===== config.mk =====
export PLATFORM = sky130hd
export DESIGN_NAME = prt_row
export DESIGN_NICKNAME = d
export VERILOG_FILES = /design/src/rtl/prt_pkg.sv /design/src/rtl/prt_row.sv
export SDC_FILE = /design/constraint.sdc
export NUM_CORES = 2
export LEC_CHECK = 0
export BUFFER_PORTS_ARGS = -buffer_cell sky130_fd_sc_hd__buf_2
export CAP_MARGIN = 0
export CORE_ASPECT_RATIO = 0.7
export CORE_MARGIN = 2
export CORE_UTILIZATION = 50
export CTS_BUF_LIST = sky130_fd_sc_hd__clkbuf_2 sky130_fd_sc_hd__clkbuf_4 sky130_fd_sc_hd__clkbuf_8
export DETAILED_ROUTE_END_ITERATION = 10
export PLACE_DENSITY = 0.67
export SYNTH_ARGS = -nofsm -noshare
export SYNTH_HDL_FRONTEND = slang
export SYNTH_SLANG_ARGS = --single-unit
export TNS_END_PERCENT = 100

===== constraint.sdc =====
create_clock -name aclk -period 9.5 [get_ports aclk]
set_input_delay 1.9 -clock aclk [delete_from_list [all_inputs] [get_ports aclk]]
set_output_delay 1.9 -clock aclk [all_outputs]
set_load 0.01 [all_outputs]

===== src/rtl/prt_pkg.sv =====
`timescale 1ns / 1ps

package prt_pkg;

    localparam int COORD_WIDTH_DEF = 32;
    localparam int COEF_W          = 16;
    localparam int ROW_W           = 3 * COEF_W;
    localparam int SHIFT_W         = 32;
    localparam int FRAC_SHIFT      = 14;
    localparam int ROUND_BIAS      = 1 << (FRAC_SHIFT - 1);

    localparam int CFG_DATA_W = 64;
    localparam int CFG_ADDR_W = 6;
    localparam int CFG_IDX_W  = 3;
    localparam int CFG_IDX_LO = 3;

    localparam logic [ROW_W-1:0] ROW_X_RST = ROW_W'(64'd16384);
    localparam logic [ROW_W-1:0] ROW_Y_RST = ROW_W'(64'd16384 << 16);
    localparam logic [ROW_W-1:0] ROW_Z_RST = ROW_W'(64'd16384 << 32);

    typedef enum logic [CFG_IDX_W-1:0] {
        REG_ROW_X   = 3'd0,
        REG_ROW_Y   = 3'd1,
        REG_ROW_Z   = 3'd2,
        REG_SHIFT_X = 3'd3,
        REG_SHIFT_Y = 3'd4,
        REG_SHIFT_Z = 3'd5
    } prt_reg_idx_t;

    // per-stage load enables of the datapath
    typedef struct packed {
        logic ld1;
        logic ld2;
        logic ld3;
    } prt_adv_t;

    typedef struct packed {
        logic [ROW_W-1:0]   row_x;
        logic [ROW_W-1:0]   row_y;
        logic [ROW_W-1:0]   row_z;
        logic [SHIFT_W-1:0] shift_x;
        logic [SHIFT_W-1:0] shift_y;
        logic [SHIFT_W-1:0] shift_z;
    } prt_cfg_t;

endpackage


===== src/rtl/prt_row.sv =====
`timescale 1ns / 1ps

module prt_row #(
    parameter int COORD_WIDTH = prt_pkg::COORD_WIDTH_DEF
) (
    input  logic                       aclk,
    input  prt_pkg::prt_adv_t          adv,
    input  logic [COORD_WIDTH-1:0]     in_x,
    input  logic [COORD_WIDTH-1:0]     in_y,
    input  logic [COORD_WIDTH-1:0]     in_z,
    input  logic [prt_pkg::ROW_W-1:0]  coef_row,
    input  logic [prt_pkg::SHIFT_W-1:0] shift,
    output logic [COORD_WIDTH-1:0]     coord,
    output logic                       sat
);
    import prt_pkg::*;

    localparam int PW = COORD_WIDTH + COEF_W;          // one product
    localparam int SW = PW + 2;                        // sum of three
    localparam int RW = SW - FRAC_SHIFT;               // back to 16 fraction bits
    localparam int TW = ((RW > SHIFT_W) ? RW : SHIFT_W) + 1;

    localparam logic [COORD_WIDTH-1:0] C_MAX = {1'b0, {(COORD_WIDTH-1){1'b1}}};
    localparam logic [COORD_WIDTH-1:0] C_MIN = {1'b1, {(COORD_WIDTH-1){1'b0}}};

    logic signed [COEF_W-1:0]      c0, c1, c2;
    logic signed [COORD_WIDTH-1:0] px, py, pz;
    logic signed [SHIFT_W-1:0]     shift_s;

    logic signed [PW-1:0] prod_next [3];
    logic signed [PW-1:0] prod_reg  [3];
    logic signed [SW-1:0] sum_next;
    logic signed [RW-1:0] rnd_next;
    logic signed [RW-1:0] rnd_reg;
    logic signed [TW-1:0] total;
    logic [TW-COORD_WIDTH:0] hi_bits;
    logic                    ovf;
    logic [COORD_WIDTH-1:0]  coord_next;
    logic [COORD_WIDTH-1:0]  coord_reg;
    logic                    sat_reg;

    assign c0      = coef_row[COEF_W-1:0];
    assign c1      = coef_row[2*COEF_W-1:COEF_W];
    assign c2      = coef_row[3*COEF_W-1:2*COEF_W];
    assign px      = in_x;
    assign py      = in_y;
    assign pz      = in_z;
    assign shift_s = shift;

    // stage 1: products
    assign prod_next[0] = px * c0;
    assign prod_next[1] = py * c1;
    assign prod_next[2] = pz * c2;

    always_ff @(posedge aclk) begin
        if (adv.ld1) begin
            prod_reg <= prod_next;
        end
    end

    // stage 2: exact sum, round half up to 16 fraction bits
    assign sum_next = SW'(prod_reg[0]) + SW'(prod_reg[1]) + SW'(prod_reg[2])
                    + SW'(ROUND_BIAS);
    assign rnd_next = sum_next[SW-1:FRAC_SHIFT];

    always_ff @(posedge aclk) begin
        if (adv.ld2) begin
            rnd_reg <= rnd_next;
        end
    end

    // stage 3: translation and clamp
    assign total   = TW'(rnd_reg) + TW'(shift_s);
    assign hi_bits = total[TW-1:COORD_WIDTH-1];
    assign ovf     = !((&hi_bits) || !(|hi_bits));

    always_comb begin
        if (ovf) begin
            coord_next = total[TW-1] ? C_MIN : C_MAX;
        end else begin
            coord_next = total[COORD_WIDTH-1:0];
        end
    end

    always_ff @(posedge aclk) begin
        if (adv.ld3) begin
            coord_reg <= coord_next;
            sat_reg   <= ovf;
        end
    end

    assign coord = coord_reg;
    assign sat   = sat_reg;

endmodule


==> out/metrics.cfg <==
[logic_synthesis]
yosysWarnings = 0
synthTopCellsByCount = inv_1, fa_1, nand2_1, and2_1, ha_1
synth_nets = 9095
syn-cell-area_sq_mm = 0.06520
synth_edf_count = 213
syn_inst = 6937
synth_area_leaders = fa_1, edfxtp_1, inv_1, ha_1, and2_1
synth.most_common_cell = inv_1
synth_top_cell_area_share_pct = 46.24
syn_avg_cell_area_sq_um = 9.398
ys_seq_area_share_pct = 9.811
ys.flop_type = edfxtp_1
synthArstFlopShare_pct = 0
ys_types = 76
synth_area_leader_cell = fa_1
synth-seq-cells = 213

[worst_setup_path]
startpoint = coef_row[1]
worstSetupPathDepth = 21
cpMaxStageDelayCell = buf_2
rrSetupSlack_ns = 4.86
crit_buf_inv = 4
reg2reg_from = prod_reg[111]
cp_top_family = adder cells
crit_arrival_ns = 8.89
r2r-end = rnd_reg[35]
critPathMaxFanout = 32
rr_worst_depth = 13
crit_chain = buf_2 -> nand2_1 -> fa_1 -> fa_1 -> fa_1 -> inv_1 -> fa_1 -> fa_1 -> inv_1 -> fa_1 -> inv_1 -> ha_1 -> nand2_1 -> nor3_1 -> o2111ai_1 -> a41o_1 -> a21boi_1 -> nor2_1 -> a211oi_1 -> o21ai_0 -> o311ai_0
path_common_cell = fa_1
end_kind = flip-flop
worst_ep_required_time_ns = 9.78
slowest_delay_ns = 0.64
start_kind = input pin
cp-endpoint = prod_reg[137]
critical_path_class = in -> reg

[detailed_routing]
wl_met1_um = 76090
drtIter0Drc = 3779
routed_wl_um = 168600
highest_layer = met5
wl_met2_um = 72350
drtAntennaViolNets = 0
route.vias.total = 46690
wl_met3_um = 16980
avgViaCountPerCell = 5.362
avgRoutedWirePerCell_um = 19.36
drc = 0
dr.pass1.iters = 5

[placed_design]
gp_congestion = 0.9356
dp_hpwl_um = 137400
io_buffers = 212

[clocking]
htreeDepth = 2
cts_buffers = 34
cts.sinks = 213
cts_resized = 0
postCtsHoldBufs = 0
clock_latency_ns = 0.55
cts_root_buf = clkbuf_8
postCtsSetupBuffers = 0
cts_tree = built
clock_path_buffers = 3
clk_pin_slew_ns = 0.06

[final_layout]
fillers = 11631
layout.nets = 9105
area_growth_pct = 4.859
largest_register_ffs = 144
drive_gt1_share_pct = 4.679

[floorplanning]
core_sq_mm = 0.1290
rows = 110
fp.dieW_um = 435.6
initial_core_util_pct = 50.55
die_area_sq_mm = 0.1333
ioPinCount = 213
die_h_um = 306.1

[sta]
clock.fmax_mhz = 116.1
fin_crit_ns = 8.610
skew_ns = 0.01788
hold_violations = 0
tns_ns = 0
setup_violations = 0
relSlewSlack_pct = 35.71
rsz0062_at_grt = no
slew_viol_final = 0
worst_pin_slew_ns = 0.9644
fin_crit_sh_pct = 90.63

[grt]
track_usage_pct = 26.21
antenna_found_initial = 19
first_global_vias = 50021
grt_max_degree = 75
grt_pass1_wl_um = 275500
grt_overflow = 0

[flow_run]
maxCapViolCount = 0

[min_path]
hp-class = reg -> reg

[run_status]
status = finished, final reports clean

==> cell type report <==
| class | instances | area (sq um) | share of cell area [%] |
|---|---|---|---|
| antenna | 5 | 12.51 | 0.01830 |
| clock buffer | 41 | 526.8 | 0.7705 |
| clock inverter | 15 | 152.6 | 0.2233 |
| inverter | 1692 | 6351 | 9.290 |
| multi-input combinational | 4760 | 51420 | 75.21 |
| sequential | 213 | 6396 | 9.356 |
| tap | 1736 | 2172 | 3.177 |
| timing repair buffer | 246 | 1335 | 1.953 |
==> worst min path at each step <==
stage          startpoint        to  cells after the start
3_5_place_dp   rnd_reg[0]  coord[0]                      2
2_1_floorplan  rnd_reg[0]  coord[0]                      2
3_3_place_gp   rnd_reg[0]  coord[0]                      2
5_1_grt        rnd_reg[0]  coord[0]                      2
4_1_cts        rnd_reg[0]  coord[0]                      2
6_report       rnd_reg[0]  coord[0]                      2
==> layer usage <==
metal / vias to the layer above / track usage [%]
li1: 20720 / -
met1: 23720 / 39.91
met2: 2025 / 39.05
met3: 217 / 5.420
met4: 8 / 4.627
met5: - / 0
==> worst register-to-register path, stage by stage, from the launching register on <==
cell	delay, ns
edfxtp_1	0.51
fa_1	0.49
ha_1	0.29
ha_1	0.35
a21oi_1	0.19
nand2_1	0.09
a221o_1	0.37
a311o_2	0.43
o31ai_4	0.39
o41ai_4	0.21
a311oi_2	0.29
o31ai_1	0.15
a21oi_1	0.19
xor2_1	0.44
==> cells in the final DEF, fill, tap and decap left out, types with 6 or more instances in the layout <==
master    netlist  layout
a211oi_1       28      28
clkbuf_8        0      35
and4_1          6       6
ha_1          472     472
or2_2           7       7
nand2b_1       43      43
a311oi_1        6       6
or3_1           7       7
o211ai_1        8       8
and3_1         23      23
a31oi_1        14      14
o21bai_1       35      35
a21oi_1       184     183
nor2b_1        23      23
edfxtp_1      213     213
nor2_1        198     198
o31ai_1         8       8
o21ai_1         8       7
o21a_1         31      31
clkbuf_4        0       6
o31a_1          6       6
xnor2_1       148     148
buf_4           0      33
a21o_1        123     123
inv_1        1689    1689
fa_1         1506    1506
nand3_1        47      47
a41oi_1         9       9
nand2_1       915     915
a31o_2         10      10
buf_2          11     211
o21ai_0        89      89
nand4_1        24      24
nor3_1         20      20
clkinv_1        1       9
and2_1        624     624
a211o_1         8       8
xor2_1         53      53
==> metrics by stage <==
step	hold slack, ns	worst slack, ns	cells	util [%]	cell area [sq um]
2_1_floorplan	0.6060	1.613	6937	-	65200
4_1_cts	0.6991	1.037	8703	53.00	68350
3_5_place_dp	0.6722	0.4971	8647	52.48	67670
3_3_place_gp	0.6961	0.4364	8647	52.48	67670
6_report	0.7025	0.8904	8708	53.01	68360
5_1_grt	0.7404	0.5045	8707	53.01	68360
==> cell families (layout without fill, tap and decap cells) <==
group                    after synthesis  after routing  synth area share, %
adder cells (fa/ha/maj)             1978           1978                55.30
buffers and inverters               1964           1994                11.33
AND/OR/NAND/NOR                     1944           1944                14.28
AO/OA/AOI/OAI                        636            636                6.554
flip-flops                           213            213                9.811
XOR/XNOR                             201            201                2.700
multiplexers                           1              1              0.01535
other                                  0              5                    0
Power is left out: the tool's default activity adds up to more than one toggle a clock period on the data nets, which glitch-free logic cannot reach.
