--- src/rtl/prt_pkg.sv ---
`timescale 1ns / 1ps

package prt_pkg;

    localparam int COORD_WIDTH_DEF = 32;
    localparam int COEF_W          = 16;
    localparam int ROW_W           = 3 * COEF_W;
    localparam int SHIFT_W         = 32;
    localparam int FRAC_SHIFT      = 14;
    localparam int ROUND_BIAS      = 1 << (FRAC_SHIFT - 1);

    localparam int CFG_DATA_W = 64;
    localparam int CFG_ADDR_W = 6;
    localparam int CFG_IDX_W  = 3;
    localparam int CFG_IDX_LO = 3;

    localparam logic [ROW_W-1:0] ROW_X_RST = ROW_W'(64'd16384);
    localparam logic [ROW_W-1:0] ROW_Y_RST = ROW_W'(64'd16384 << 16);
    localparam logic [ROW_W-1:0] ROW_Z_RST = ROW_W'(64'd16384 << 32);

    typedef enum logic [CFG_IDX_W-1:0] {
        REG_ROW_X   = 3'd0,
        REG_ROW_Y   = 3'd1,
        REG_ROW_Z   = 3'd2,
        REG_SHIFT_X = 3'd3,
        REG_SHIFT_Y = 3'd4,
        REG_SHIFT_Z = 3'd5
    } prt_reg_idx_t;

    // per-stage load enables of the datapath
    typedef struct packed {
        logic ld1;
        logic ld2;
        logic ld3;
    } prt_adv_t;

    typedef struct packed {
        logic [ROW_W-1:0]   row_x;
        logic [ROW_W-1:0]   row_y;
        logic [ROW_W-1:0]   row_z;
        logic [SHIFT_W-1:0] shift_x;
        logic [SHIFT_W-1:0] shift_y;
        logic [SHIFT_W-1:0] shift_z;
    } prt_cfg_t;

endpackage

--- src/rtl/prt_cfg.sv ---
`timescale 1ns / 1ps

module prt_cfg (
    input  logic                          aclk,
    input  logic                          aresetn,
    input  logic                          psel,
    input  logic                          penable,
    input  logic                          pwrite,
    input  logic [prt_pkg::CFG_ADDR_W-1:0] paddr,
    input  logic [prt_pkg::CFG_DATA_W-1:0] pwdata,
    output logic [prt_pkg::CFG_DATA_W-1:0] prdata,
    output prt_pkg::prt_cfg_t             cfg
);
    import prt_pkg::*;

    prt_cfg_t     cfg_reg;
    prt_cfg_t     cfg_next;
    prt_reg_idx_t idx;
    logic         wr_en;

    assign idx   = prt_reg_idx_t'(paddr[CFG_IDX_LO +: CFG_IDX_W]);
    assign wr_en = psel && penable && pwrite;

    always_comb begin
        cfg_next = cfg_reg;
        if (wr_en) begin
            case (idx)
                REG_ROW_X:   cfg_next.row_x   = pwdata[ROW_W-1:0];
                REG_ROW_Y:   cfg_next.row_y   = pwdata[ROW_W-1:0];
                REG_ROW_Z:   cfg_next.row_z   = pwdata[ROW_W-1:0];
                REG_SHIFT_X: cfg_next.shift_x = pwdata[SHIFT_W-1:0];
                REG_SHIFT_Y: cfg_next.shift_y = pwdata[SHIFT_W-1:0];
                REG_SHIFT_Z: cfg_next.shift_z = pwdata[SHIFT_W-1:0];
                default:     cfg_next = cfg_reg;
            endcase
        end
    end

    always_ff @(posedge aclk) begin
        if (!aresetn) begin
            cfg_reg.row_x   <= ROW_X_RST;
            cfg_reg.row_y   <= ROW_Y_RST;
            cfg_reg.row_z   <= ROW_Z_RST;
            cfg_reg.shift_x <= '0;
            cfg_reg.shift_y <= '0;
            cfg_reg.shift_z <= '0;
        end else begin
            cfg_reg <= cfg_next;
        end
    end

    always_comb begin
        case (idx)
            REG_ROW_X:   prdata = CFG_DATA_W'(cfg_reg.row_x);
            REG_ROW_Y:   prdata = CFG_DATA_W'(cfg_reg.row_y);
            REG_ROW_Z:   prdata = CFG_DATA_W'(cfg_reg.row_z);
            REG_SHIFT_X: prdata = CFG_DATA_W'(cfg_reg.shift_x);
            REG_SHIFT_Y: prdata = CFG_DATA_W'(cfg_reg.shift_y);
            REG_SHIFT_Z: prdata = CFG_DATA_W'(cfg_reg.shift_z);
            default:     prdata = '0;
        endcase
    end

    assign cfg = cfg_reg;

endmodule

--- config.mk ---
export PLATFORM = sky130hd
export DESIGN_NAME = prt_cfg
export DESIGN_NICKNAME = d
export VERILOG_FILES = /design/src/rtl/prt_pkg.sv /design/src/rtl/prt_cfg.sv
export SDC_FILE = /design/constraint.sdc
export NUM_CORES = 1
export LEC_CHECK = 0
export BUFFER_PORTS_ARGS = -buffer_cell sky130_fd_sc_hd__buf_2
export CORE_ASPECT_RATIO = 1.5
export CORE_MARGIN = 8
export CORE_UTILIZATION = 35
export CTS_CLUSTER_DIAMETER = 40
export CTS_CLUSTER_SIZE = 14
export DETAILED_ROUTE_END_ITERATION = 10
export SLEW_MARGIN = 20
export SYNTH_ARGS = -nofsm -noshare
export SYNTH_HDL_FRONTEND = slang
export SYNTH_SLANG_ARGS = --single-unit
--- constraint.sdc ---
create_clock -name aclk -period 1.6 [get_ports aclk]
set_input_delay 0.08 -clock aclk [delete_from_list [all_inputs] [get_ports aclk]]
set_output_delay 0.08 -clock aclk [all_outputs]
set_load 0.02 [all_outputs]
==> results of run 1 <==
what timing repair did:
item	in CTS	in global routing
pin swaps	17	12
endpoints found under the hold margin	240	0
hold buffers	49	0
endpoints found under the setup margin	33	40
resized for setup	149	37
buffers inserted	35	11
final timing paths:
kind,startpoint,to,slack [ns],cells after the start
worst max-delay path,cfg[102],prdata[6],-0.13,3
worst max register to register,cfg[206],cfg[206],0.79,3
worst min register to register,cfg[165],cfg[165],0.46,2
worst min-delay path,penable,cfg[206],0.05,3
cell type report:
class | count | area (µm²) | share of cell area [%]
Clock inverter | 21 | 225 | 1.44
Tap cell | 405 | 507 | 3.24
Sequential cell | 240 | 4900 | 31.3
Timing Repair Buffer | 501 | 3460 | 22.1
Clock buffer | 34 | 807 | 5.15
Multi-Input combinational cell | 756 | 5710 | 36.4
Inverter | 13 | 48.8 | 0.312
metal layers:
layer	wire (µm)	vias up	share of wire, %
met3	3020	106	7.3
met5	14	-	0.034
met2	20500	408	50
li1	-	4686	-
met1	15600	4815	38
met4	2220	2	5.4
worst reg2reg max path, stage by stage, from the launching register on:
cell,delay [ns]
sky130_fd_sc_hd__dfxtp_2,0.33
sky130_fd_sc_hd__buf_4,0.14
sky130_fd_sc_hd__o21ai_0,0.06
sky130_fd_sc_hd__o311ai_0,0.14
cell usage after synthesis (13+ instances only):
| cell | count | area (µm²) |
|---|---|---|
| sky130_fd_sc_hd__a2bb2oi_1 | 16 | 140 |
| sky130_fd_sc_hd__buf_2 | 19 | 95.1 |
| sky130_fd_sc_hd__nor2_1 | 19 | 71.3 |
| sky130_fd_sc_hd__a21oi_1 | 14 | 70.1 |
| sky130_fd_sc_hd__mux2_2 | 49 | 552 |
| sky130_fd_sc_hd__inv_1 | 13 | 48.8 |
| sky130_fd_sc_hd__nand2_1 | 285 | 1070 |
| sky130_fd_sc_hd__buf_4 | 36 | 270 |
| sky130_fd_sc_hd__a221o_1 | 14 | 140 |
| sky130_fd_sc_hd__mux2i_1 | 267 | 2670 |
| sky130_fd_sc_hd__dfxtp_1 | 240 | 4800 |
| sky130_fd_sc_hd__a221oi_1 | 14 | 123 |
| sky130_fd_sc_hd__a22oi_1 | 20 | 150 |
| sky130_fd_sc_hd__clkbuf_1 | 36 | 135 |
power by group:
group	switching, mW	total, mW	internal [mW]
sequential	0.0366	6.06	6.02
combinational	0.766	1.25	0.488
clock	2.87	6.92	4.05
total	3.67	14.2	10.6
metrics by stage:
step | area, µm² | setup slack (ns) | total power, mW
6_report | 15700 | -0.130 | 14.2
5_1_grt | 15700 | -0.190 | 14.7
4_1_cts | 15500 | -0.141 | 14.4
3_5_place_dp | 13300 | -0.0400 | 7.27
3_3_place_gp | 13300 | -0.0440 | 7.26
2_1_floorplan | 10900 | 0.327 | 6.83
logic make-up (layout without fill, tap and decap cells):
| family | count (synthesis) | after routing | share of synthesized area [%] |
|---|---|---|---|
| and+or+nand+nor | 321 | 321 | 11.7 |
| muxes | 317 | 317 | 30.0 |
| DFF | 240 | 240 | 44.3 |
| buffers and inverters | 118 | 569 | 6.42 |
| AOI/OAI and AO/OA | 102 | 102 | 7.52 |
| other | 1 | 16 | 0.0346 |
==> metrics.log, run 1 <==
[metrics] sequential share of the synthesized area: ~44%
[metrics] minimum period implied by the final worst setup slack: between 1.5 and 2 ns
[metrics] Yosys reg bits: 240
[metrics] first-pass GRT wire length: slightly above 60000 µm
[metrics] mean instance size in the synthesized netlist: 9.86 µm²
[metrics] H-tree depth: 1
[metrics] MaxCap Viol Count: 0
[metrics] Worst setup EP type: output pin
[metrics] most common flop cell mapped by yosys: sky130_fd_sc_hd__dfxtp_1
[metrics] via count normalized by instance count: 5.08
[metrics] last weighted congestion value of the routability-driven placer: approximately 0.8
[metrics] sum of net half-perimeters after detailed placement: 28500 µm
[metrics] antenna violations before repair: 1
[metrics] kind of critical path: flop to output pin
[metrics] dpl cells: 1820
[metrics] minimum setup slack in the final design: -0.130 ns
[metrics] Warnings, synthesis: 0
[metrics] maximum number of pins on one net before global-route repair: 45
[metrics] routed length per placed instance: 21.0 µm
[metrics] root buffer selected by CTS: sky130_fd_sc_hd__clkbuf_16
[metrics] Bufs on Longest Clock Path: 3
[metrics] violated checks: setup timing
[metrics] drc violations: 0
[metrics] ratio of final minimum period to clock period: 108%
[metrics] VDD IR-drop max: 0.000840 V
[metrics] highest-delay cell along the critical path: sky130_fd_sc_hd__mux4_2
[metrics] crit path DAT: 1.65 ns
[metrics] grt met2 use: 37.7%
[metrics] maximum fanout count along the critical path: 2
[metrics] total power density per cell area: 909 nW/µm²
[metrics] family of cells with the greatest summed delay on the critical path: multiplexers
[metrics] remaining antenna violation count after routing: 0
[metrics] Die X: 160 µm
[metrics] total number of vias: between 10000 and 15000
[metrics] result of the run: finished with violations
[metrics] combined buffer and inverter count along the critical path: 1
[metrics] Post-Route WL: 41300 µm
[metrics] GRT overflow: 0
[metrics] Min-Delay Path Class: input port to flop
[metrics] fraction of layout instances using a drive strength above 1: 43.8%
[metrics] most common cell after layout, fill and taps aside: sky130_fd_sc_hd__buf_2
[metrics] Layout area overhead: 44.5%
[metrics] Port Buffers: between 300 and 400
[metrics] GR Layer Usage met1: 22.5%
[metrics] Yosys cell types: 36
[metrics] Cell Count, Final, Fillers Out: 1970
[metrics] placement row count: 79
[metrics] number of synthesized flops with an enable pin: 0
[metrics] Post-Syn Area: 10800 µm²
[metrics] height of the chip: approximately 230 µm
[metrics] relative slew slack: 37.6%
[metrics] Required @ worst endpoint: 1.52 ns
[metrics] Clock Sink Count: 240
[metrics] total routing resource utilization after global routing: 21.2%
[metrics] top-level I/O count: 379
[metrics] die footprint: ~37000 µm²
[metrics] highest clock rate: roughly 0.58 GHz
[metrics] post-synthesis instance total: 1099
[metrics] final hold vios: 0
[metrics] maximum clock skew at final layout: 0 ns
[metrics] number of flip-flops under the largest register name: 240
[metrics] Filler cells: ~2800
[metrics] TritonCTS clock tree: built
[metrics] crit-path cells: mux4_2 > a22o_1 > buf_6
[metrics] Core Util, Final: slightly above 50%
[metrics] standby leakage power: 6.77 nW
[metrics] n_diodes: 0
[metrics] worst skew pair latency: 0.54 ns
[metrics] RSZ-0062 raised after global routing: true
[metrics] detailed-router iteration count before antenna repair: 6
[metrics] initial core utilization: 35.3%
[metrics] accumulated negative setup slack: -2.43 ns
[metrics] total core area: between 30000 and 40000 µm²
[metrics] CTS Buf Count: 30
[metrics] Iter 0 DRT Violations: 445
[metrics] pin slew with the least headroom to its limit: 0.931 ns
[metrics] share of flip-flops with an asynchronous set or reset: 0%
[metrics] final net count: 1617
[metrics] GR Util met3: 5.74%
[metrics] largest stage delay on the critical path: ~0.44 ns
[metrics] CP Launch Type: flop
[metrics] total count of max-transition violations in the final report: 0
[metrics] number of global-route vias before repair: between 10000 and 15000
[metrics] gr busiest metal: met2
[metrics] commonest cells after routing, fill and taps aside: 304 x sky130_fd_sc_hd__buf_2, 285 x sky130_fd_sc_hd__nand2_1, 264 x sky130_fd_sc_hd__mux2i_1
[metrics] worst hold slack: a little under 0.05 ns
[metrics] final setup violating endpoints: 32
[metrics] clk slew on worst S/H paths: 0.06 ns
(Power assumes the default switching activity.)
==> run 2, diff against run 1 <==
CAP_MARGIN = 20   (was not set)
CORE_UTILIZATION = 50   (was 35)
PLACE_DENSITY = 0.8   (was not set)
clock period = 1.93 ns   (was 1.6 ns; I/O delays follow)
==> metrics.log, run 2 (synthesized netlist as in run 1, its figures left out) <==
[metrics] result of the run: finished clean (was finished with violations)
[metrics] maximum fanout count along the critical path: 3 (was 2)
[metrics] TritonCTS clock tree: built (unchanged)
[metrics] HP Start: aresetn (was penable)
[metrics] antenna violations before repair: 1 (unchanged)
[metrics] maximum clock skew at final layout: 0 ns (unchanged)
[metrics] Iter 0 DRT Violations: 594 (was 445)
[metrics] detailed-router iteration count before antenna repair: 5 (was 6)
[metrics] sum of net half-perimeters after detailed placement: 26500 µm (was 28500 µm)
[metrics] Port Buffers: 343 (unchanged)
[metrics] Post-Route WL: 38600 µm (was 41300 µm)
[metrics] depth of the most critical reg-to-reg path: 2 (was 3)
[metrics] Reg-to-Reg Start: cfg[57] (was cfg[206])
[metrics] first-pass GRT wire length: 58900 µm (was 62100 µm)
[metrics] Required @ worst endpoint: 1.83 ns (was 1.52 ns)
[metrics] final net count: 1551 (was 1617)
[metrics] Post-CTS Setup Inserts: 0 (was 35)
[metrics] highest-delay cell along the critical path: sky130_fd_sc_hd__dfxtp_1 (was sky130_fd_sc_hd__mux4_2)
[metrics] total power density per cell area: 795 nW/µm² (was 909 nW/µm²)
[metrics] final setup violating endpoints: 0 (was 32)
[metrics] number of global-route vias before repair: 10600 (was 10700)
[metrics] crit path DAT: 1.70 ns (was 1.65 ns)
[metrics] maximum number of pins on one net before global-route repair: 61 (was 45)
[metrics] highest clock rate: 0.556 GHz
[metrics] via count normalized by instance count: 5.67 (was 5.08)
[metrics] relative slew slack: 42.2% (was 37.6%)
[metrics] fraction of layout instances using a drive strength above 1: 33.3% (was 43.8%)
[metrics] last weighted congestion value of the routability-driven placer: 0.837 (was 0.802)
[metrics] total count of max-transition violations in the final report: 0 (unchanged)
[metrics] root buffer selected by CTS: sky130_fd_sc_hd__clkbuf_16 (unchanged)
[metrics] VDD IR-drop max: 0.000749 V (was 0.000840 V)
[metrics] final hold vios: 0 (unchanged)
[metrics] ratio of final minimum period to clock period: between 90% and 100%
[metrics] pin slew with the least headroom to its limit: 0.863 ns (was 0.931 ns)
[metrics] remaining antenna violation count after routing: 0 (unchanged)
[metrics] Hold EP: cfg[179] (was cfg[206])
[metrics] most common cell after layout, fill and taps aside: sky130_fd_sc_hd__buf_2 (unchanged)
[metrics] kind of critical path: flop to output pin (unchanged)
[metrics] clk slew on worst S/H paths: 0.07 ns (was 0.06 ns)
[metrics] combined buffer and inverter count along the critical path: 1 (unchanged)
[metrics] Die X: 136 µm (was 160 µm)
[metrics] placement row count: 66 (was 79)
[metrics] Clock Sink Count: 240 (unchanged)
[metrics] die footprint: 26700 µm² (was 37000 µm²)
[metrics] top routing layer used: met5 (unchanged)
[metrics] Filler cells: 1669 (was 2820)
[metrics] Worst setup EP type: output pin (unchanged)
[metrics] overall power after layout: 11.4 mW (was 14.2 mW)
[metrics] met2 routed wirelength: 19100 µm (was 20500 µm)
[metrics] reg-to-reg setup timing slack: 1.16 ns (was 0.79 ns)
[metrics] commonest cells after routing, fill and taps aside: 340 x sky130_fd_sc_hd__buf_2, 285 x sky130_fd_sc_hd__nand2_1, 267 x sky130_fd_sc_hd__mux2i_1 (was 304 x sky130_fd_sc_hd__buf_2, 285 x sky130_fd_sc_hd__nand2_1, 264 x sky130_fd_sc_hd__mux2i_1)
[metrics] routed length per placed instance: 21.9 µm (was 21.0 µm)
[metrics] n_diodes: 0 (unchanged)
[metrics] met1 wire length: 13900 µm (was 15600 µm)
[metrics] crit-path cells: mux2_2 > a221oi_1 > a21oi_1 > buf_2 (was mux4_2 > a22o_1 > buf_6)
[metrics] dpl cells: 1672 (was 1820)
[metrics] Layout area overhead: 31.8% (was 44.5%)
[metrics] number of flip-flops under the largest register name: 240 (unchanged)
[metrics] accumulated negative setup slack: 0 ns (was -2.43 ns)
[metrics] total number of vias: 10000 (about the same)
[metrics] number of cells on the worst hold path: 3 (unchanged)
[metrics] family of cells with the greatest summed delay on the critical path: compound AO/OA/AOI/OAI gates (was multiplexers)
[metrics] Cell Count, Final, Fillers Out: 1765 (was 1970)
[metrics] worst skew pair latency: 0.51 ns (was 0.54 ns)
[metrics] Bufs on Longest Clock Path: 3 (unchanged)
[metrics] Min-Delay Path Class: input port to flop (unchanged)
[metrics] end of the worst register-to-register path: cfg[57] (was cfg[206])
[metrics] minimum period implied by the final worst setup slack: 1.80 ns
[metrics] amount of wire on met3 after detailed routing: 3290 µm (was 3020 µm)
[metrics] initial core utilization: 50.5% (was 35.3%)
[metrics] total core area: 21500 µm² (was 30700 µm²)
[metrics] top-level I/O count: 379 (unchanged)
[metrics] height of the chip: 196 µm (was 232 µm)
[metrics] largest stage delay on the critical path: 0.34 ns (was 0.44 ns)
[metrics] H-tree depth: 1 (unchanged)
[metrics] CTS Buf Count: 26 (was 30)
[metrics] drc violations: 0 (unchanged)
[metrics] GRT overflow: 0 (unchanged)
[metrics] CP Launch Type: flop (unchanged)
[metrics] total routing resource utilization after global routing: 27.8% (was 21.2%)
[metrics] RSZ-0062 raised after global routing: false (was true)
[metrics] standby leakage power: 6.22 nW (was 6.77 nW)
[metrics] MaxCap Viol Count: 0 (unchanged)
[run 2: changes by cell type in the layout (fill, tap and decap cells not counted), moves of 9 or more]
| cell | before | now |
|---|---|---|
| sky130_fd_sc_hd__mux2_4 | 14 | 0 |
| sky130_fd_sc_hd__buf_2 | 304 | 340 |
| sky130_fd_sc_hd__buf_12 | 21 | 12 |
| sky130_fd_sc_hd__a221oi_2 | 14 | 0 |
| sky130_fd_sc_hd__dfxtp_1 | 160 | 240 |
| sky130_fd_sc_hd__dfxtp_2 | 80 | 0 |
| sky130_fd_sc_hd__mux2_2 | 35 | 49 |
| sky130_fd_sc_hd__a221oi_1 | 0 | 14 |
| sky130_fd_sc_hd__buf_4 | 108 | 38 |
| sky130_fd_sc_hd__buf_6 | 18 | 0 |
[run 2: worst reg2reg max path, stage by stage (launching register included)]
cell                      delay [ns]
sky130_fd_sc_hd__dfxtp_1        0.34
sky130_fd_sc_hd__nand2_1        0.07
sky130_fd_sc_hd__mux2i_1        0.25
[run 2: layer usage]
| layer | vias up | track usage, % |
|---|---|---|
| met5 | - | 0 |
| met4 | 2 | 16.6 |
| met3 | 149 | 6.07 |
| met2 | 545 | 48.3 |
| met1 | 4771 | 30.0 |
| li1 | 4540 | - |
[run 2: how the worst max path moves through the flow]
stage / slack (ns) / endpoint / depth (start not counted) / from
after global routing: 0.11 / prdata[27] / 4 / cfg[219]
after global placement: 0.15 / prdata[29] / 6 / paddr[5]
after detailed placement: 0.14 / cfg[126] / 6 / paddr[4]
after floorplan: 0.62 / prdata[0] / 6 / paddr[3]
after CTS: 0.16 / prdata[15] / 3 / cfg[111]
final: 0.13 / prdata[27] / 4 / cfg[123]
[run 2: final cells by class]
type | count | area (µm²) | area share [%]
sequential | 240 | 4800 | 33.6
clock buffer | 30 | 707 | 4.95
tap | 272 | 340 | 2.38
multi-input combinational | 756 | 5440 | 38.1
timing repair buffer | 439 | 2720 | 19.0
clock inverter | 15 | 228 | 1.59
inverter | 13 | 48.8 | 0.342
[run 2: through the flow]
step                instance area, µm²  utilization (%)  worst slack [ns]  hold slack [ns]
global route                     14300             66.5             0.106            0.115
detailed placement               12900             60.0             0.136            0.389
floorplan                        10900                -             0.624            0.261
finish                           14300             66.5             0.130           0.0865
CTS                              14300             66.5             0.159           0.0894
global placement                 12900             60.0             0.146            0.392
[run 2: report_power, final]
part           total, mW  switching, mW  internal [mW]  leakage, nW
combinational      0.926          0.589          0.337         3.83
clock               5.41           2.09           3.32        0.459
sequential          5.02         0.0308           4.99         1.93
[run 2: what timing repair did]
| item | in CTS | in global routing |
|---|---|---|
| gates resized for setup | 0 | 0 |
| hold endpoints to repair | 216 | 0 |
| hold buffers | 48 | 0 |
| setup endpoints to repair | 0 | 0 |
